$ cat src/hdl/orc_pkg.sv
package orc_pkg;

  // Angle constants in centidegrees.
  localparam logic [15:0] FULL_TURN = 16'd36000;
  localparam logic [15:0] MAX_TURN  = 16'd35999;
  localparam int          HALF_TURN = 18000;

  // Wheel magnitude difference above which the compass is trusted instead.
  localparam logic [31:0] MAX_WHEEL_DISAGREE = 32'd100;

  // Configuration register indexes.
  localparam logic [2:0] CFG_ANGLE_PER_TICK = 3'd0;
  localparam logic [2:0] CFG_CLOSE_ENOUGH   = 3'd1;
  localparam logic [2:0] CFG_SLOW_THRESHOLD = 3'd2;
  localparam logic [2:0] CFG_STOP_SPEED     = 3'd3;
  localparam logic [2:0] CFG_FAST_FWD_SPEED = 3'd4;
  localparam logic [2:0] CFG_FAST_REV_SPEED = 3'd5;
  localparam logic [2:0] CFG_SLOW_FWD_SPEED = 3'd6;
  localparam logic [2:0] CFG_SLOW_REV_SPEED = 3'd7;

  // Input operation codes.
  typedef enum logic [1:0] {
    OP_TICK  = 2'd0,
    OP_START = 2'd1,
    OP_SET   = 2'd2
  } op_t;

  typedef struct packed {
    logic [15:0] angle_per_tick;
    logic [14:0] close_enough;
    logic [14:0] slow_threshold;
    logic [7:0]  stop_speed;
    logic [7:0]  fast_fwd_speed;
    logic [7:0]  fast_rev_speed;
    logic [7:0]  slow_fwd_speed;
    logic [7:0]  slow_rev_speed;
  } cfg_t;

  typedef struct packed {
    op_t                op;
    logic [15:0]        target_angle;
    logic signed [31:0] left_count;
    logic signed [31:0] right_count;
    logic [15:0]        compass_angle;
    logic               compass_fresh;
  } in_item_t;

  typedef struct packed {
    logic [7:0]  left_speed;
    logic [7:0]  right_speed;
    logic [15:0] heading;
    logic [15:0] progress;
    logic        finished;
    logic        stalled;
  } out_item_t;

  // Odometry estimate handed from the turn estimator to the state update.
  typedef struct packed {
    logic [15:0] turn;
    logic        use_compass;
    logic        dir_pos;
  } turn_est_t;

  // Fold an angle of 36000 or more back into range once.
  function automatic logic [15:0] wrap_angle(input logic [15:0] a);
    logic [15:0] r;
    r = (a >= FULL_TURN) ? (a - FULL_TURN) : a;
    return r;
  endfunction

  // Shortest signed rotation from one heading to another, -18000..17999.
  function automatic logic signed [16:0] shortest_err(input logic [15:0] from_a,
                                                      input logic [15:0] to_a);
    logic signed [16:0] diff;
    logic signed [16:0] res;
    diff = $signed({1'b0, to_a}) - $signed({1'b0, from_a});
    res  = diff;
    if (diff >= 17'sd0) begin
      if (diff >= 17'(HALF_TURN)) res = diff - $signed({1'b0, FULL_TURN});
    end else begin
      if (diff < -17'(HALF_TURN)) res = diff + $signed({1'b0, FULL_TURN});
    end
    return res;
  endfunction

  // Magnitude of a shortest rotation; it never exceeds 18000.
  function automatic logic [14:0] err_mag(input logic signed [16:0] e);
    logic signed [16:0] m;
    m = (e < 17'sd0) ? -e : e;
    return m[14:0];
  endfunction

endpackage

$ cat src/hdl/orc_in_if.sv
interface orc_in_if;
  logic               valid;
  logic               ready;
  logic [1:0]         op;
  logic [15:0]        target_angle;
  logic signed [31:0] left_count;
  logic signed [31:0] right_count;
  logic [15:0]        compass_angle;
  logic               compass_fresh;

  modport source (
    output valid, op, target_angle, left_count, right_count, compass_angle, compass_fresh,
    input  ready
  );

  modport sink (
    input  valid, op, target_angle, left_count, right_count, compass_angle, compass_fresh,
    output ready
  );
endinterface

$ cat src/hdl/orc_out_if.sv
interface orc_out_if;
  logic        valid;
  logic        ready;
  logic [7:0]  left_speed;
  logic [7:0]  right_speed;
  logic [15:0] heading;
  logic [15:0] progress;
  logic        finished;
  logic        stalled;

  modport source (
    output valid, left_speed, right_speed, heading, progress, finished, stalled,
    input  ready
  );

  modport sink (
    input  valid, left_speed, right_speed, heading, progress, finished, stalled,
    output ready
  );
endinterface

$ cat src/hdl/orc_cfg_if.sv
interface orc_cfg_if;
  logic        valid;
  logic        ready;
  logic [2:0]  reg_index;
  logic [15:0] wdata;

  modport source (
    output valid, reg_index, wdata,
    input  ready
  );

  modport sink (
    input  valid, reg_index, wdata,
    output ready
  );
endinterface

$ cat src/hdl/orc_cfg_regs.sv
module orc_cfg_regs import orc_pkg::*; (
  input  logic      clk,
  input  logic      rst_n,
  orc_cfg_if.sink   cfg_ch,
  output cfg_t      cfg
);

  cfg_t cfg_r;
  cfg_t cfg_nxt;

  // Writes are always taken.
  assign cfg_ch.ready = 1'b1;

  // Decode the register index of a write transfer.
  always_comb begin
    cfg_nxt = cfg_r;
    if (cfg_ch.valid) begin
      case (cfg_ch.reg_index)
        CFG_ANGLE_PER_TICK: cfg_nxt.angle_per_tick = cfg_ch.wdata;
        CFG_CLOSE_ENOUGH:   cfg_nxt.close_enough   = cfg_ch.wdata[14:0];
        CFG_SLOW_THRESHOLD: cfg_nxt.slow_threshold = cfg_ch.wdata[14:0];
        CFG_STOP_SPEED:     cfg_nxt.stop_speed     = cfg_ch.wdata[7:0];
        CFG_FAST_FWD_SPEED: cfg_nxt.fast_fwd_speed = cfg_ch.wdata[7:0];
        CFG_FAST_REV_SPEED: cfg_nxt.fast_rev_speed = cfg_ch.wdata[7:0];
        CFG_SLOW_FWD_SPEED: cfg_nxt.slow_fwd_speed = cfg_ch.wdata[7:0];
        CFG_SLOW_REV_SPEED: cfg_nxt.slow_rev_speed = cfg_ch.wdata[7:0];
        default: ;
      endcase
    end
  end

  always_ff @(posedge clk) begin
    if (!rst_n) begin
      cfg_r.angle_per_tick <= 16'd256;
      cfg_r.close_enough   <= 15'd100;
      cfg_r.slow_threshold <= 15'd1000;
      cfg_r.stop_speed     <= 8'd128;
      cfg_r.fast_fwd_speed <= 8'd160;
      cfg_r.fast_rev_speed <= 8'd96;
      cfg_r.slow_fwd_speed <= 8'd144;
      cfg_r.slow_rev_speed <= 8'd112;
    end else begin
      cfg_r <= cfg_nxt;
    end
  end

  assign cfg = cfg_r;

endmodule

$ cat src/hdl/orc_turn_est.sv
module orc_turn_est import orc_pkg::*; (
  input  logic signed [31:0] left_count,
  input  logic signed [31:0] right_count,
  input  logic [31:0]        last_left,
  input  logic [31:0]        last_right,
  input  logic [15:0]        angle_per_tick,
  input  logic               compass_fresh,
  output turn_est_t          est
);

  logic [31:0] dl;
  logic [31:0] dr;
  logic [31:0] al;
  logic [31:0] ar;
  logic [32:0] sum;
  logic [31:0] avg;
  logic [31:0] dis;
  logic [47:0] prod;
  logic [15:0] turn_sat;

  // Wrapping encoder deltas and their exact magnitudes.
  always_comb begin
    dl  = $unsigned(left_count) - last_left;
    dr  = $unsigned(right_count) - last_right;
    al  = dl[31] ? (~dl + 32'd1) : dl;
    ar  = dr[31] ? (~dr + 32'd1) : dr;
    sum = {1'b0, al} + {1'b0, ar};
    avg = sum[32:1];
    dis = (al > ar) ? (al - ar) : (ar - al);
  end

  // Average wheel travel scaled by the Q8 angle factor, saturated below a full turn.
  always_comb begin
    prod     = 48'(avg) * 48'(angle_per_tick);
    turn_sat = (prod[47:8] > 40'(MAX_TURN)) ? MAX_TURN : prod[23:8];
  end

  // Wheels that disagree with a fresh compass hand the heading to the compass.
  always_comb begin
    est.use_compass = (dis > MAX_WHEEL_DISAGREE) && compass_fresh;
    est.turn        = est.use_compass ? 16'd0 : turn_sat;
    est.dir_pos     = (dl != 32'd0) && !dl[31];
  end

endmodule

$ cat src/hdl/orc_state_update.sv
module orc_state_update import orc_pkg::*; #(
  parameter int unsigned IDLE_ABORT_LIMIT = 40
) (
  input  logic        clk,
  input  logic        rst_n,
  input  logic        go,
  input  in_item_t    item,
  input  cfg_t        cfg,
  input  turn_est_t   est,
  output logic [31:0] last_left,
  output logic [31:0] last_right,
  output out_item_t   res
);

  localparam logic [7:0] ABORT_LIM = 8'(IDLE_ABORT_LIMIT);

  logic [31:0] last_left_r, last_left_nxt;
  logic [31:0] last_right_r, last_right_nxt;
  logic [15:0] cur_heading_r, cur_heading_nxt;
  logic [15:0] goal_heading_r, goal_heading_nxt;
  logic [14:0] needed_r, needed_nxt;
  logic [15:0] rotated_r, rotated_nxt;
  logic [7:0]  idle_ticks_r, idle_ticks_nxt;
  logic        busy_r, busy_nxt;

  logic [15:0]        tgt_w;
  logic [15:0]        cmp_w;
  logic signed [16:0] err;
  logic [14:0]        aerr;
  logic [14:0]        start_need;
  logic               fast;
  logic signed [17:0] h_sum;
  logic [15:0]        h_wrap;
  logic [16:0]        rot_sum;
  logic [15:0]        rot_sat;
  logic signed [17:0] rot_goal;
  logic [7:0]         idle_inc;
  logic [7:0]         ls;
  logic [7:0]         rs;
  logic               fin;
  logic               stall;

  // Angle arithmetic shared by the operations.
  always_comb begin
    tgt_w      = wrap_angle(item.target_angle);
    cmp_w      = wrap_angle(item.compass_angle);
    err        = shortest_err(cur_heading_r, goal_heading_r);
    aerr       = err_mag(err);
    start_need = err_mag(shortest_err(cur_heading_r, tgt_w));
    fast       = aerr > cfg.slow_threshold;

    if (est.dir_pos) h_sum = $signed({2'b0, cur_heading_r}) + $signed({2'b0, est.turn});
    else             h_sum = $signed({2'b0, cur_heading_r}) - $signed({2'b0, est.turn});
    if (h_sum >= $signed({2'b0, FULL_TURN}))  h_wrap = 16'(h_sum - $signed({2'b0, FULL_TURN}));
    else if (h_sum < 18'sd0)                  h_wrap = 16'(h_sum + $signed({2'b0, FULL_TURN}));
    else                                      h_wrap = h_sum[15:0];

    rot_sum  = {1'b0, rotated_r} + {1'b0, est.turn};
    rot_sat  = rot_sum[16] ? 16'hFFFF : rot_sum[15:0];
    rot_goal = $signed({3'b0, needed_r}) - $signed({3'b0, cfg.close_enough});
    idle_inc = (idle_ticks_r == 8'hFF) ? idle_ticks_r : idle_ticks_r + 8'd1;
  end

  // Next state and result of one item.
  always_comb begin
    last_left_nxt    = last_left_r;
    last_right_nxt   = last_right_r;
    cur_heading_nxt  = cur_heading_r;
    goal_heading_nxt = goal_heading_r;
    needed_nxt       = needed_r;
    rotated_nxt      = rotated_r;
    idle_ticks_nxt   = idle_ticks_r;
    busy_nxt         = busy_r;
    ls               = cfg.stop_speed;
    rs               = cfg.stop_speed;
    fin              = 1'b0;
    stall            = 1'b0;

    case (item.op)
      OP_START: begin
        goal_heading_nxt = tgt_w;
        last_left_nxt    = $unsigned(item.left_count);
        last_right_nxt   = $unsigned(item.right_count);
        needed_nxt       = start_need;
        rotated_nxt      = 16'd0;
        idle_ticks_nxt   = 8'd0;
        busy_nxt         = 1'b1;
        if (start_need <= cfg.close_enough) begin
          busy_nxt = 1'b0;
          fin      = 1'b1;
        end
      end
      OP_SET: begin
        cur_heading_nxt = tgt_w;
      end
      OP_TICK: begin
        if (busy_r) begin
          // Turn toward the goal, fast while far from it.
          if (err > 17'sd0) begin
            ls = fast ? cfg.fast_fwd_speed : cfg.slow_fwd_speed;
            rs = fast ? cfg.fast_rev_speed : cfg.slow_rev_speed;
          end else if (err < 17'sd0) begin
            ls = fast ? cfg.fast_rev_speed : cfg.slow_rev_speed;
            rs = fast ? cfg.fast_fwd_speed : cfg.slow_fwd_speed;
          end
          last_left_nxt   = $unsigned(item.left_count);
          last_right_nxt  = $unsigned(item.right_count);
          cur_heading_nxt = est.use_compass ? cmp_w : h_wrap;
          idle_ticks_nxt  = (est.turn == 16'd0) ? idle_inc : 8'd0;

          // End on a stall or once the rotation is close enough.
          if (idle_ticks_nxt > ABORT_LIM) begin
            fin   = 1'b1;
            stall = 1'b1;
          end else begin
            rotated_nxt = rot_sat;
            if ($signed({2'b0, rot_sat}) >= rot_goal) fin = 1'b1;
          end
          if (fin) begin
            busy_nxt = 1'b0;
            ls       = cfg.stop_speed;
            rs       = cfg.stop_speed;
          end
        end
      end
      default: ;
    endcase

    res.left_speed  = ls;
    res.right_speed = rs;
    res.heading     = cur_heading_nxt;
    res.progress    = rotated_nxt;
    res.finished    = fin;
    res.stalled     = stall;
  end

  always_ff @(posedge clk) begin
    if (!rst_n) begin
      last_left_r    <= '0;
      last_right_r   <= '0;
      cur_heading_r  <= '0;
      goal_heading_r <= '0;
      needed_r       <= '0;
      rotated_r      <= '0;
      idle_ticks_r   <= '0;
      busy_r         <= 1'b0;
    end else if (go) begin
      last_left_r    <= last_left_nxt;
      last_right_r   <= last_right_nxt;
      cur_heading_r  <= cur_heading_nxt;
      goal_heading_r <= goal_heading_nxt;
      needed_r       <= needed_nxt;
      rotated_r      <= rotated_nxt;
      idle_ticks_r   <= idle_ticks_nxt;
      busy_r         <= busy_nxt;
    end
  end

  assign last_left  = last_left_r;
  assign last_right = last_right_r;

endmodule

$ cat src/hdl/odometric_rotation_controller_core.sv
// Flow: an item transferred in is held in the input register and moves into the output
// register when that register is free or its result is being taken by out_ch.ready.
// Throughput: one item per cycle unless the output stalls, via one combinational pass
// (encoder deltas, a 32x16 multiply, heading and rotation update) and the output register.
// Reset (synchronous, rst_n low): heading, goal, counts and counters clear, no turn is
// active, both pipeline stages empty, registers return to their documented defaults.
module odometric_rotation_controller_core import orc_pkg::*; #(
  parameter int unsigned IDLE_ABORT_LIMIT = 40
) (
  input  logic       clk,
  input  logic       rst_n,
  orc_cfg_if.sink    cfg_ch,
  orc_in_if.sink     in_ch,
  orc_out_if.source  out_ch
);

  cfg_t      cfg;
  in_item_t  item_r;
  logic      item_v_r;
  out_item_t res;
  out_item_t out_r;
  logic      out_v_r;
  logic      adv;
  logic      go;
  turn_est_t est;
  logic [31:0] last_left;
  logic [31:0] last_right;

  // Configuration registers.
  orc_cfg_regs u_cfg (
    .clk    (clk),
    .rst_n  (rst_n),
    .cfg_ch (cfg_ch),
    .cfg    (cfg)
  );

  // Pipeline flow: the held item moves on whenever the output register is free.
  assign adv         = !out_v_r || out_ch.ready;
  assign go          = item_v_r && adv;
  assign in_ch.ready = !item_v_r || adv;

  // Input register.
  always_ff @(posedge clk) begin
    if (!rst_n) begin
      item_v_r <= 1'b0;
    end else if (in_ch.ready) begin
      item_v_r <= in_ch.valid;
    end
  end

  always_ff @(posedge clk) begin
    if (in_ch.valid && in_ch.ready) begin
      item_r.op            <= op_t'(in_ch.op);
      item_r.target_angle  <= in_ch.target_angle;
      item_r.left_count    <= in_ch.left_count;
      item_r.right_count   <= in_ch.right_count;
      item_r.compass_angle <= in_ch.compass_angle;
      item_r.compass_fresh <= in_ch.compass_fresh;
    end
  end

  // Encoder odometry for the held item.
  orc_turn_est u_est (
    .left_count     (item_r.left_count),
    .right_count    (item_r.right_count),
    .last_left      (last_left),
    .last_right     (last_right),
    .angle_per_tick (cfg.angle_per_tick),
    .compass_fresh  (item_r.compass_fresh),
    .est            (est)
  );

  // Controller state and result formation.
  orc_state_update #(
    .IDLE_ABORT_LIMIT (IDLE_ABORT_LIMIT)
  ) u_upd (
    .clk        (clk),
    .rst_n      (rst_n),
    .go         (go),
    .item       (item_r),
    .cfg        (cfg),
    .est        (est),
    .last_left  (last_left),
    .last_right (last_right),
    .res        (res)
  );

  // Output register.
  always_ff @(posedge clk) begin
    if (!rst_n) begin
      out_v_r <= 1'b0;
    end else if (adv) begin
      out_v_r <= go;
    end
  end

  always_ff @(posedge clk) begin
    if (go) begin
      out_r <= res;
    end
  end

  assign out_ch.valid       = out_v_r;
  assign out_ch.left_speed  = out_r.left_speed;
  assign out_ch.right_speed = out_r.right_speed;
  assign out_ch.heading     = out_r.heading;
  assign out_ch.progress    = out_r.progress;
  assign out_ch.finished    = out_r.finished;
  assign out_ch.stalled     = out_r.stalled;

endmodule
$ cat src/flat_wrapper.sv
// flat-port wrapper written by rule: the top's interface ports become plain ports
module odometric_rotation_controller_core_flat import orc_pkg::*;
#(
  parameter int unsigned IDLE_ABORT_LIMIT = 40
)
  (clk, rst_n, cfg_ch_valid, cfg_ch_reg_index, cfg_ch_wdata, cfg_ch_ready, in_ch_valid, in_ch_op, in_ch_target_angle, in_ch_left_count, in_ch_right_count, in_ch_compass_angle, in_ch_compass_fresh, in_ch_ready, out_ch_valid, out_ch_left_speed, out_ch_right_speed, out_ch_heading, out_ch_progress, out_ch_finished, out_ch_stalled, out_ch_ready);
  orc_cfg_if cfg_ch_i ();
  orc_in_if in_ch_i ();
  orc_out_if out_ch_i ();
  input  logic clk;
  input  logic rst_n;
  input wire logic [$bits(cfg_ch_i.valid)-1:0] cfg_ch_valid;
  input wire logic [$bits(cfg_ch_i.reg_index)-1:0] cfg_ch_reg_index;
  input wire logic [$bits(cfg_ch_i.wdata)-1:0] cfg_ch_wdata;
  output wire logic [$bits(cfg_ch_i.ready)-1:0] cfg_ch_ready;
  input wire logic [$bits(in_ch_i.valid)-1:0] in_ch_valid;
  input wire logic [$bits(in_ch_i.op)-1:0] in_ch_op;
  input wire logic [$bits(in_ch_i.target_angle)-1:0] in_ch_target_angle;
  input wire logic [$bits(in_ch_i.left_count)-1:0] in_ch_left_count;
  input wire logic [$bits(in_ch_i.right_count)-1:0] in_ch_right_count;
  input wire logic [$bits(in_ch_i.compass_angle)-1:0] in_ch_compass_angle;
  input wire logic [$bits(in_ch_i.compass_fresh)-1:0] in_ch_compass_fresh;
  output wire logic [$bits(in_ch_i.ready)-1:0] in_ch_ready;
  output wire logic [$bits(out_ch_i.valid)-1:0] out_ch_valid;
  output wire logic [$bits(out_ch_i.left_speed)-1:0] out_ch_left_speed;
  output wire logic [$bits(out_ch_i.right_speed)-1:0] out_ch_right_speed;
  output wire logic [$bits(out_ch_i.heading)-1:0] out_ch_heading;
  output wire logic [$bits(out_ch_i.progress)-1:0] out_ch_progress;
  output wire logic [$bits(out_ch_i.finished)-1:0] out_ch_finished;
  output wire logic [$bits(out_ch_i.stalled)-1:0] out_ch_stalled;
  input wire logic [$bits(out_ch_i.ready)-1:0] out_ch_ready;
  assign cfg_ch_i.valid = cfg_ch_valid;
  assign cfg_ch_i.reg_index = cfg_ch_reg_index;
  assign cfg_ch_i.wdata = cfg_ch_wdata;
  assign cfg_ch_ready = cfg_ch_i.ready;
  assign in_ch_i.valid = in_ch_valid;
  assign in_ch_i.op = in_ch_op;
  assign in_ch_i.target_angle = in_ch_target_angle;
  assign in_ch_i.left_count = in_ch_left_count;
  assign in_ch_i.right_count = in_ch_right_count;
  assign in_ch_i.compass_angle = in_ch_compass_angle;
  assign in_ch_i.compass_fresh = in_ch_compass_fresh;
  assign in_ch_ready = in_ch_i.ready;
  assign out_ch_valid = out_ch_i.valid;
  assign out_ch_left_speed = out_ch_i.left_speed;
  assign out_ch_right_speed = out_ch_i.right_speed;
  assign out_ch_heading = out_ch_i.heading;
  assign out_ch_progress = out_ch_i.progress;
  assign out_ch_finished = out_ch_i.finished;
  assign out_ch_stalled = out_ch_i.stalled;
  assign out_ch_i.ready = out_ch_ready;
  odometric_rotation_controller_core #(.IDLE_ABORT_LIMIT(IDLE_ABORT_LIMIT)) u_core (.clk(clk), .rst_n(rst_n), .cfg_ch(cfg_ch_i), .in_ch(in_ch_i), .out_ch(out_ch_i));
endmodule
$ cat config.mk
export PLATFORM = sky130hd
export DESIGN_NAME = odometric_rotation_controller_core_flat
export DESIGN_NICKNAME = d
export VERILOG_FILES = /design/src/hdl/orc_pkg.sv /design/src/hdl/orc_in_if.sv /design/src/hdl/orc_out_if.sv /design/src/hdl/orc_cfg_if.sv /design/src/hdl/orc_cfg_regs.sv /design/src/hdl/orc_turn_est.sv /design/src/hdl/orc_state_update.sv /design/src/hdl/odometric_rotation_controller_core.sv /design/src/flat_wrapper.sv
export SDC_FILE = /design/constraint.sdc
export NUM_CORES = 2
export LEC_CHECK = 0
export ABC_AREA = 1
export BUFFER_PORTS_ARGS = -buffer_cell sky130_fd_sc_hd__buf_2
export CORE_ASPECT_RATIO = 1.75
export CORE_UTILIZATION = 40
export CTS_CLUSTER_DIAMETER = 50
export DETAILED_ROUTE_END_ITERATION = 16
export PLACE_DENSITY_LB_ADDON = 0.2
export RECOVER_POWER = 50
export SLEW_MARGIN = 0
export SYNTH_ARGS = -nofsm -noshare
export SYNTH_HDL_FRONTEND = slang
export SYNTH_SLANG_ARGS = --single-unit
$ cat constraint.sdc
create_clock -name clk -period 23.6 [get_ports clk]
set_clock_uncertainty 0.05 [all_clocks]
set_input_delay 0 -clock clk [delete_from_list [all_inputs] [get_ports clk]]
set_output_delay 0 -clock clk [all_outputs]
set_load 0.05 [all_outputs]
# After elaboration in Yosys (flattened, before gate mapping)
# Index checks and enable logic that the tools add are counted.
[op_classes]
mux = 57
n_lt_le_gt_ge = 20
n_mul = 1
n_eq_ne = 11
reduce_logical = 26
addsub = 24
bitwise_logic = 2
[ops]
columns = ["cell", "n"]
rows = [
  ["two-way mux 16 bit", 11],
  ["two-way mux 32 bit", 5],
  ["one-hot mux 32 bit (2 select lines)", 2],
  ["subtractor 32 bit", 4],
  ["two-way mux 8 bit", 15],
  ["two-way mux 17 bit", 6],
  ["adder 32 x 1 -> 32 bit (second input constant)", 2],
  ["NOT 32 bit", 2],
  ["one-hot mux 16 bit (2 select lines)", 2],
  ["subtractor 16 x 16 -> 17 bit", 3],
  ["multiplier 32 x 16 -> 48 bit", 1],
  ["subtractor 16 bit (second input constant)", 3],
  ["> comparator 40 x 16 -> 1 bit (second input constant)", 1],
  ["adder 16 x 16 -> 17 bit", 2],
  ["adder 17 bit (second input constant)", 2],
  ["greater-or-equal comparator 17 x 1 -> 1 bit (second input constant)", 2],
  ["greater-or-equal comparator 17 x 16 -> 1 bit (second input constant)", 2],
  ["less-than comparator 17 x 1 -> 1 bit (second input constant)", 2],
  ["less-than comparator 17 x 16 -> 1 bit (second input constant)", 2],
  ["subtractor 17 bit (second input constant)", 2],
  ["adder 32 x 32 -> 33 bit", 1],
  ["greater-or-equal comparator 16 bit (second input constant)", 2],
  ["> comparator 32 bit", 1],
  ["> comparator 32 x 7 -> 1 bit (second input constant)", 1],
  ["other kinds (33)", 65],
]
[word_totals]
ff_bits = 373
wordCells = 171
inputBits = 123

# Longest topological paths before layout
[logic_depth]
word_depth = 19
ltp_mapped = 115
mapped_depth_nobuf = 112

# By module
# Synthesis repeated with hierarchy kept, for this count alone.
[unflattened]
cells_unflattened = 8740
area_unflattened_um2 = 56006.2
[by_module_without_submodules]
columns = ["mod", "cells_each", "instances", "seq_area_each_um2", "area_per_inst_um2"]
rows = [
  ["orc_turn_est", 5182, 1, 0.0, 31282.5],
  ["orc_state_update", 2912, 1, 2722.6, 16678.5],
  ["odometric_rotation_controller_core", 162, 1, 4514.3, 4569.4],
  ["orc_cfg_regs", 484, 1, 1721.7, 3475.8],
]

# Least setup slack after synthesis
# No wires, ideal clock.
[synth_timing]
kind = "reg-to-reg"
startpoint = "register, netlist name u_core.item_r[19]"
endpoint = "register u_core.out_r, in the netlist u_core.out_ch.left_speed[0] (data pin)"
arrival_ps = 16575
synth_period_minus_slack_ps = 16881
required_time_ps = 23294
n_path_buf = 4
stages_incl_launch_ff = 108
slack_ps = 6719
cell_sequence = "edfxtp_1 ha_1 a21oi_1 nand2_1 a21oi_1 o21ai_1 a21oi_1 o21bai_1 a21boi_0 o21ai_1 a21oi_1 o21ai_1 a21boi_0 o21ai_1 nand2_1 nand4_1 nand2_1 inv_1 [... 72 more ...] o21bai_1 clkbuf_1 a21oi_1 inv_1 ha_1 a21oi_1 nor2_1 a2111oi_0 nor2_1 a2111o_1 a21oi_1 o41ai_1 or2_2 a21oi_1 nand3_2 inv_2 buf_2 o21ai_1"
[synth_lines]
columns = ["item", "line_no", "source"]
rows = [
  ["end signal: assignment", "odometric_rotation_controller_core.sv:99", "out_r <= res;"],
  ["end: declaration", "odometric_rotation_controller_core.sv:21", "out_item_t out_r;"],
]

==> out/qor.txt <==
CORE AREA -> 128000 sq um
Ports -> 176
WL/cell -> 20.0 um
syn_nets -> 8665
multi-input combinational cell area -> 36200 sq um
cell mode on critical path -> nand2_1
prevailing post-synth register cell -> dfxtp_1
post-synth cell types -> 64
post-cts resize count -> 0
latest clock arrival within the worst-skew pair -> 0.64 ns
Die W -> 274 um
hold crit path type -> in -> reg
fin nets -> 8865
TritonCTS Buffers -> 44
Routed WL -> 192 mm
Max FO, Critical Path -> 32
Compound-Gate Fraction of Synth Area -> 11.3%
Post-synth ARST share -> 0%
Sink Count -> 373
# port buffers -> 174
met2 Use GR -> 55.5%
H-Tree Depth -> 2
Post-synth EDFFs -> 149
Clock Path Buffers -> 3
postcts setup bufs -> 0
Synth Area in XOR/XNOR -> 4.81%
Yosys top cell area share -> 16.6%
max cap viols -> 5
Root Driver -> clkbuf_16
fin crit share -> 90.5%
row count -> 174
CP Launch Type -> flip-flop
Fillers -> 13500
CTS tree -> done
TNS Setup -> 0 ns
WP data required -> 23.93 ns
Critical Path Slowest Stage Cell -> o21ai_0
Seq/Total Area, Yosys -> 17.3%
router iterations before antenna repair -> 7
vias in the first global route -> 51300
fin. max-slew vios -> 254
adder-cell share of the synthesized area -> 27.1%
Tot GR Track Use -> 29.4%
Yosys reg bits -> 373
synthesized area per cell -> 6.73 sq um
Hold Fails Final Rpt -> 0
met3 Use GR -> 2.35%
actual slew at the worst max-slew pin -> 3.36 ns
HPWL after DPL -> 159 mm
status -> complete, but fails checks
final core occ -> 44.4%
first-pass GRT wire length -> 293 mm
largest family of logic cells by synthesized area -> adder cells
gr ovfl total -> 0
Detail Route Antenna Nets -> 0
share of cells above drive strength 1 -> 4.14%
clock-pin slew on the worst setup and hold paths -> 0.07 ns
met1 Resource Use GR -> 30.4%
Most Crowded Layer GR -> met2
unrepaired setup endpoints after global routing -> false
top post-synthesis cells by area -> fa_1, nand2_1, inv_1, ha_1, dfxtp_1
Synth Area in Simple Gates -> 26.7%
Yosys warnings -> 0
Die Y-Extent -> 478 um
critical path capture point type -> flip-flop
vias per inst -> 5.23
initial drt markers -> 2934
GP Congestion -> 1.01
post-synthesis mux area share -> 0.0194%
Cells after Synth -> 7681
area grow syn2layout -> 10.2%
Finish-stage setup viols -> 0
DR DRC count -> 0
Critical Path AT -> 21.68 ns
Crit path largest cell delay -> 0.81 ns
Max Fclk -> 46.8 MHz
storage element area -> 8960 sq um
via count -> 50200
post-synthesis cell area -> 51700 sq um
Die ar. -> 131000 sq um
Slew headroom -> -124%
Tmin final -> 21.36 ns
area leader, netlist -> fa_1
effective utilization at floorplan -> 40.3%
largest net degree at the start of global routing -> 111
Crit Path Category -> reg -> reg
antenna violations before repair -> 5
violated checks -> capacitance limit, slew limit
-- cell type report --
cell class                      count  share of cell area (%)
Antenna cell                        1                 0.00439
Sequential cell                   373                    15.7
Multi-Input combinational cell   5583                    63.5
Clock inverter                     34                   0.646
Inverter                         1519                    10.0
Tap cell                         1672                    3.67
Timing Repair Buffer              360                    4.41
Clock buffer                       48                    2.01
-- cell usage in the layout (no fill, tap or decap), types with 149 or more instances in the layout --
master / Yosys / routed
a21oi_1: 526 / 526
dfxtp_1: 224 / 222
edfxtp_1: 149 / 149
fa_1: 428 / 428
ha_1: 433 / 433
inv_1: 1495 / 1495
nand2_1: 1997 / 1997
nand3_1: 387 / 387
nor2_1: 691 / 689
o21ai_0: 369 / 367
xor2_1: 238 / 233
-- sequential cells by signal, indices dropped and copies added, names as in the netlist, 32 cells and up --
name,count
u_core.u_upd.last_left,32
u_core.u_upd.last_right,32
u_core.item_r,99
u_core.u_cfg.cfg,86
-- synth_stat cells, types with 16 or more instances --
master and instances:
nand3_1 387, clkbuf_1 162, o21ai_1 37, edfxtp_1 149, inv_1 1495, nor3_1 65
a21oi_1 526, or2_2 36, o21bai_1 34, nor2_1 691, o21ai_0 369, ha_1 433
buf_2 23, nand2_2 22, fa_1 428, a21boi_0 16, o211ai_1 33, nand2_1 1997
xor2_1 238, dfxtp_1 224, nand3b_1 20, nand4_1 78, xnor2_1 46
-- logic make-up (layout without fill, tap and decap cells) --
kind of cell | after synthesis | count (layout)
other | 1 | 2
flip-flops | 373 | 373
buffers and inverters | 1725 | 1961
XOR/XNOR | 284 | 284
AO/OA/AOI/OAI | 1090 | 1090
AND/OR/NAND/NOR | 3346 | 3346
adder cells (fa/ha/maj) | 861 | 861
multiplexers | 1 | 1
-- worst paths after layout --
path / startpoint / endpoint / slack [ns] / cells past startpoint
setup / recovery: u_core.item_r[19] / u_core.out_ch.left_speed[0] / 2.24 / 104
setup reg to reg: u_core.item_r[19] / u_core.out_ch.left_speed[0] / 2.24 / 104
hold reg to reg: u_core.u_cfg.cfg[23] / u_core.u_cfg.cfg[23] / 0.40 / 2
hold / removal: in_ch_target_angle[6] / u_core.item_r[87] / 0.02 / 2
-- through the flow --
| step | instance area [sq um] | hold WS (ns) | setup WS (ns) | instances |
|---|---|---|---|---|
| 2_1_floorplan | 51700 | 0.0489 | 6.72 | 7681 |
| 3_3_place_gp | 54200 | 0.128 | 2.54 | 9367 |
| 3_5_place_dp | 54200 | 0.128 | 2.31 | 9367 |
| 4_1_cts | 57100 | 0.000241 | 2.34 | 9589 |
| 5_1_grt | 57000 | 0.0131 | 0.147 | 9590 |
| 6_report | 57000 | 0.0236 | 2.24 | 9590 |
-- per-layer routing --
| metal | wire (um) | part of all wire (%) |
|---|---|---|
| met2 | 101000 | 53 |
| met5 | 13 | 0.0068 |
| met3 | 6940 | 3.6 |
| met4 | 15000 | 7.8 |
| met1 | 68800 | 36 |
-- critical path, delay by kind of cell (launching register included) --
kind | cells | cell delay, ns
AO/OA/AOI/OAI | 35 | 7.16
XOR/XNOR | 1 | 0.31
adder cells (fa/ha/maj) | 11 | 4.97
buffers and inverters | 13 | 2.18
flip-flops | 1 | 0.38
AND/OR/NAND/NOR | 44 | 5.98
-- what timing repair did --
action	in CTS	in global routing
setup endpoints to repair	0	0
hold buffers	140	0
hold endpoints to repair	230	0
Power is not shown: default switching activity piles up to over one toggle a cycle in this logic, so the estimate is an artifact.
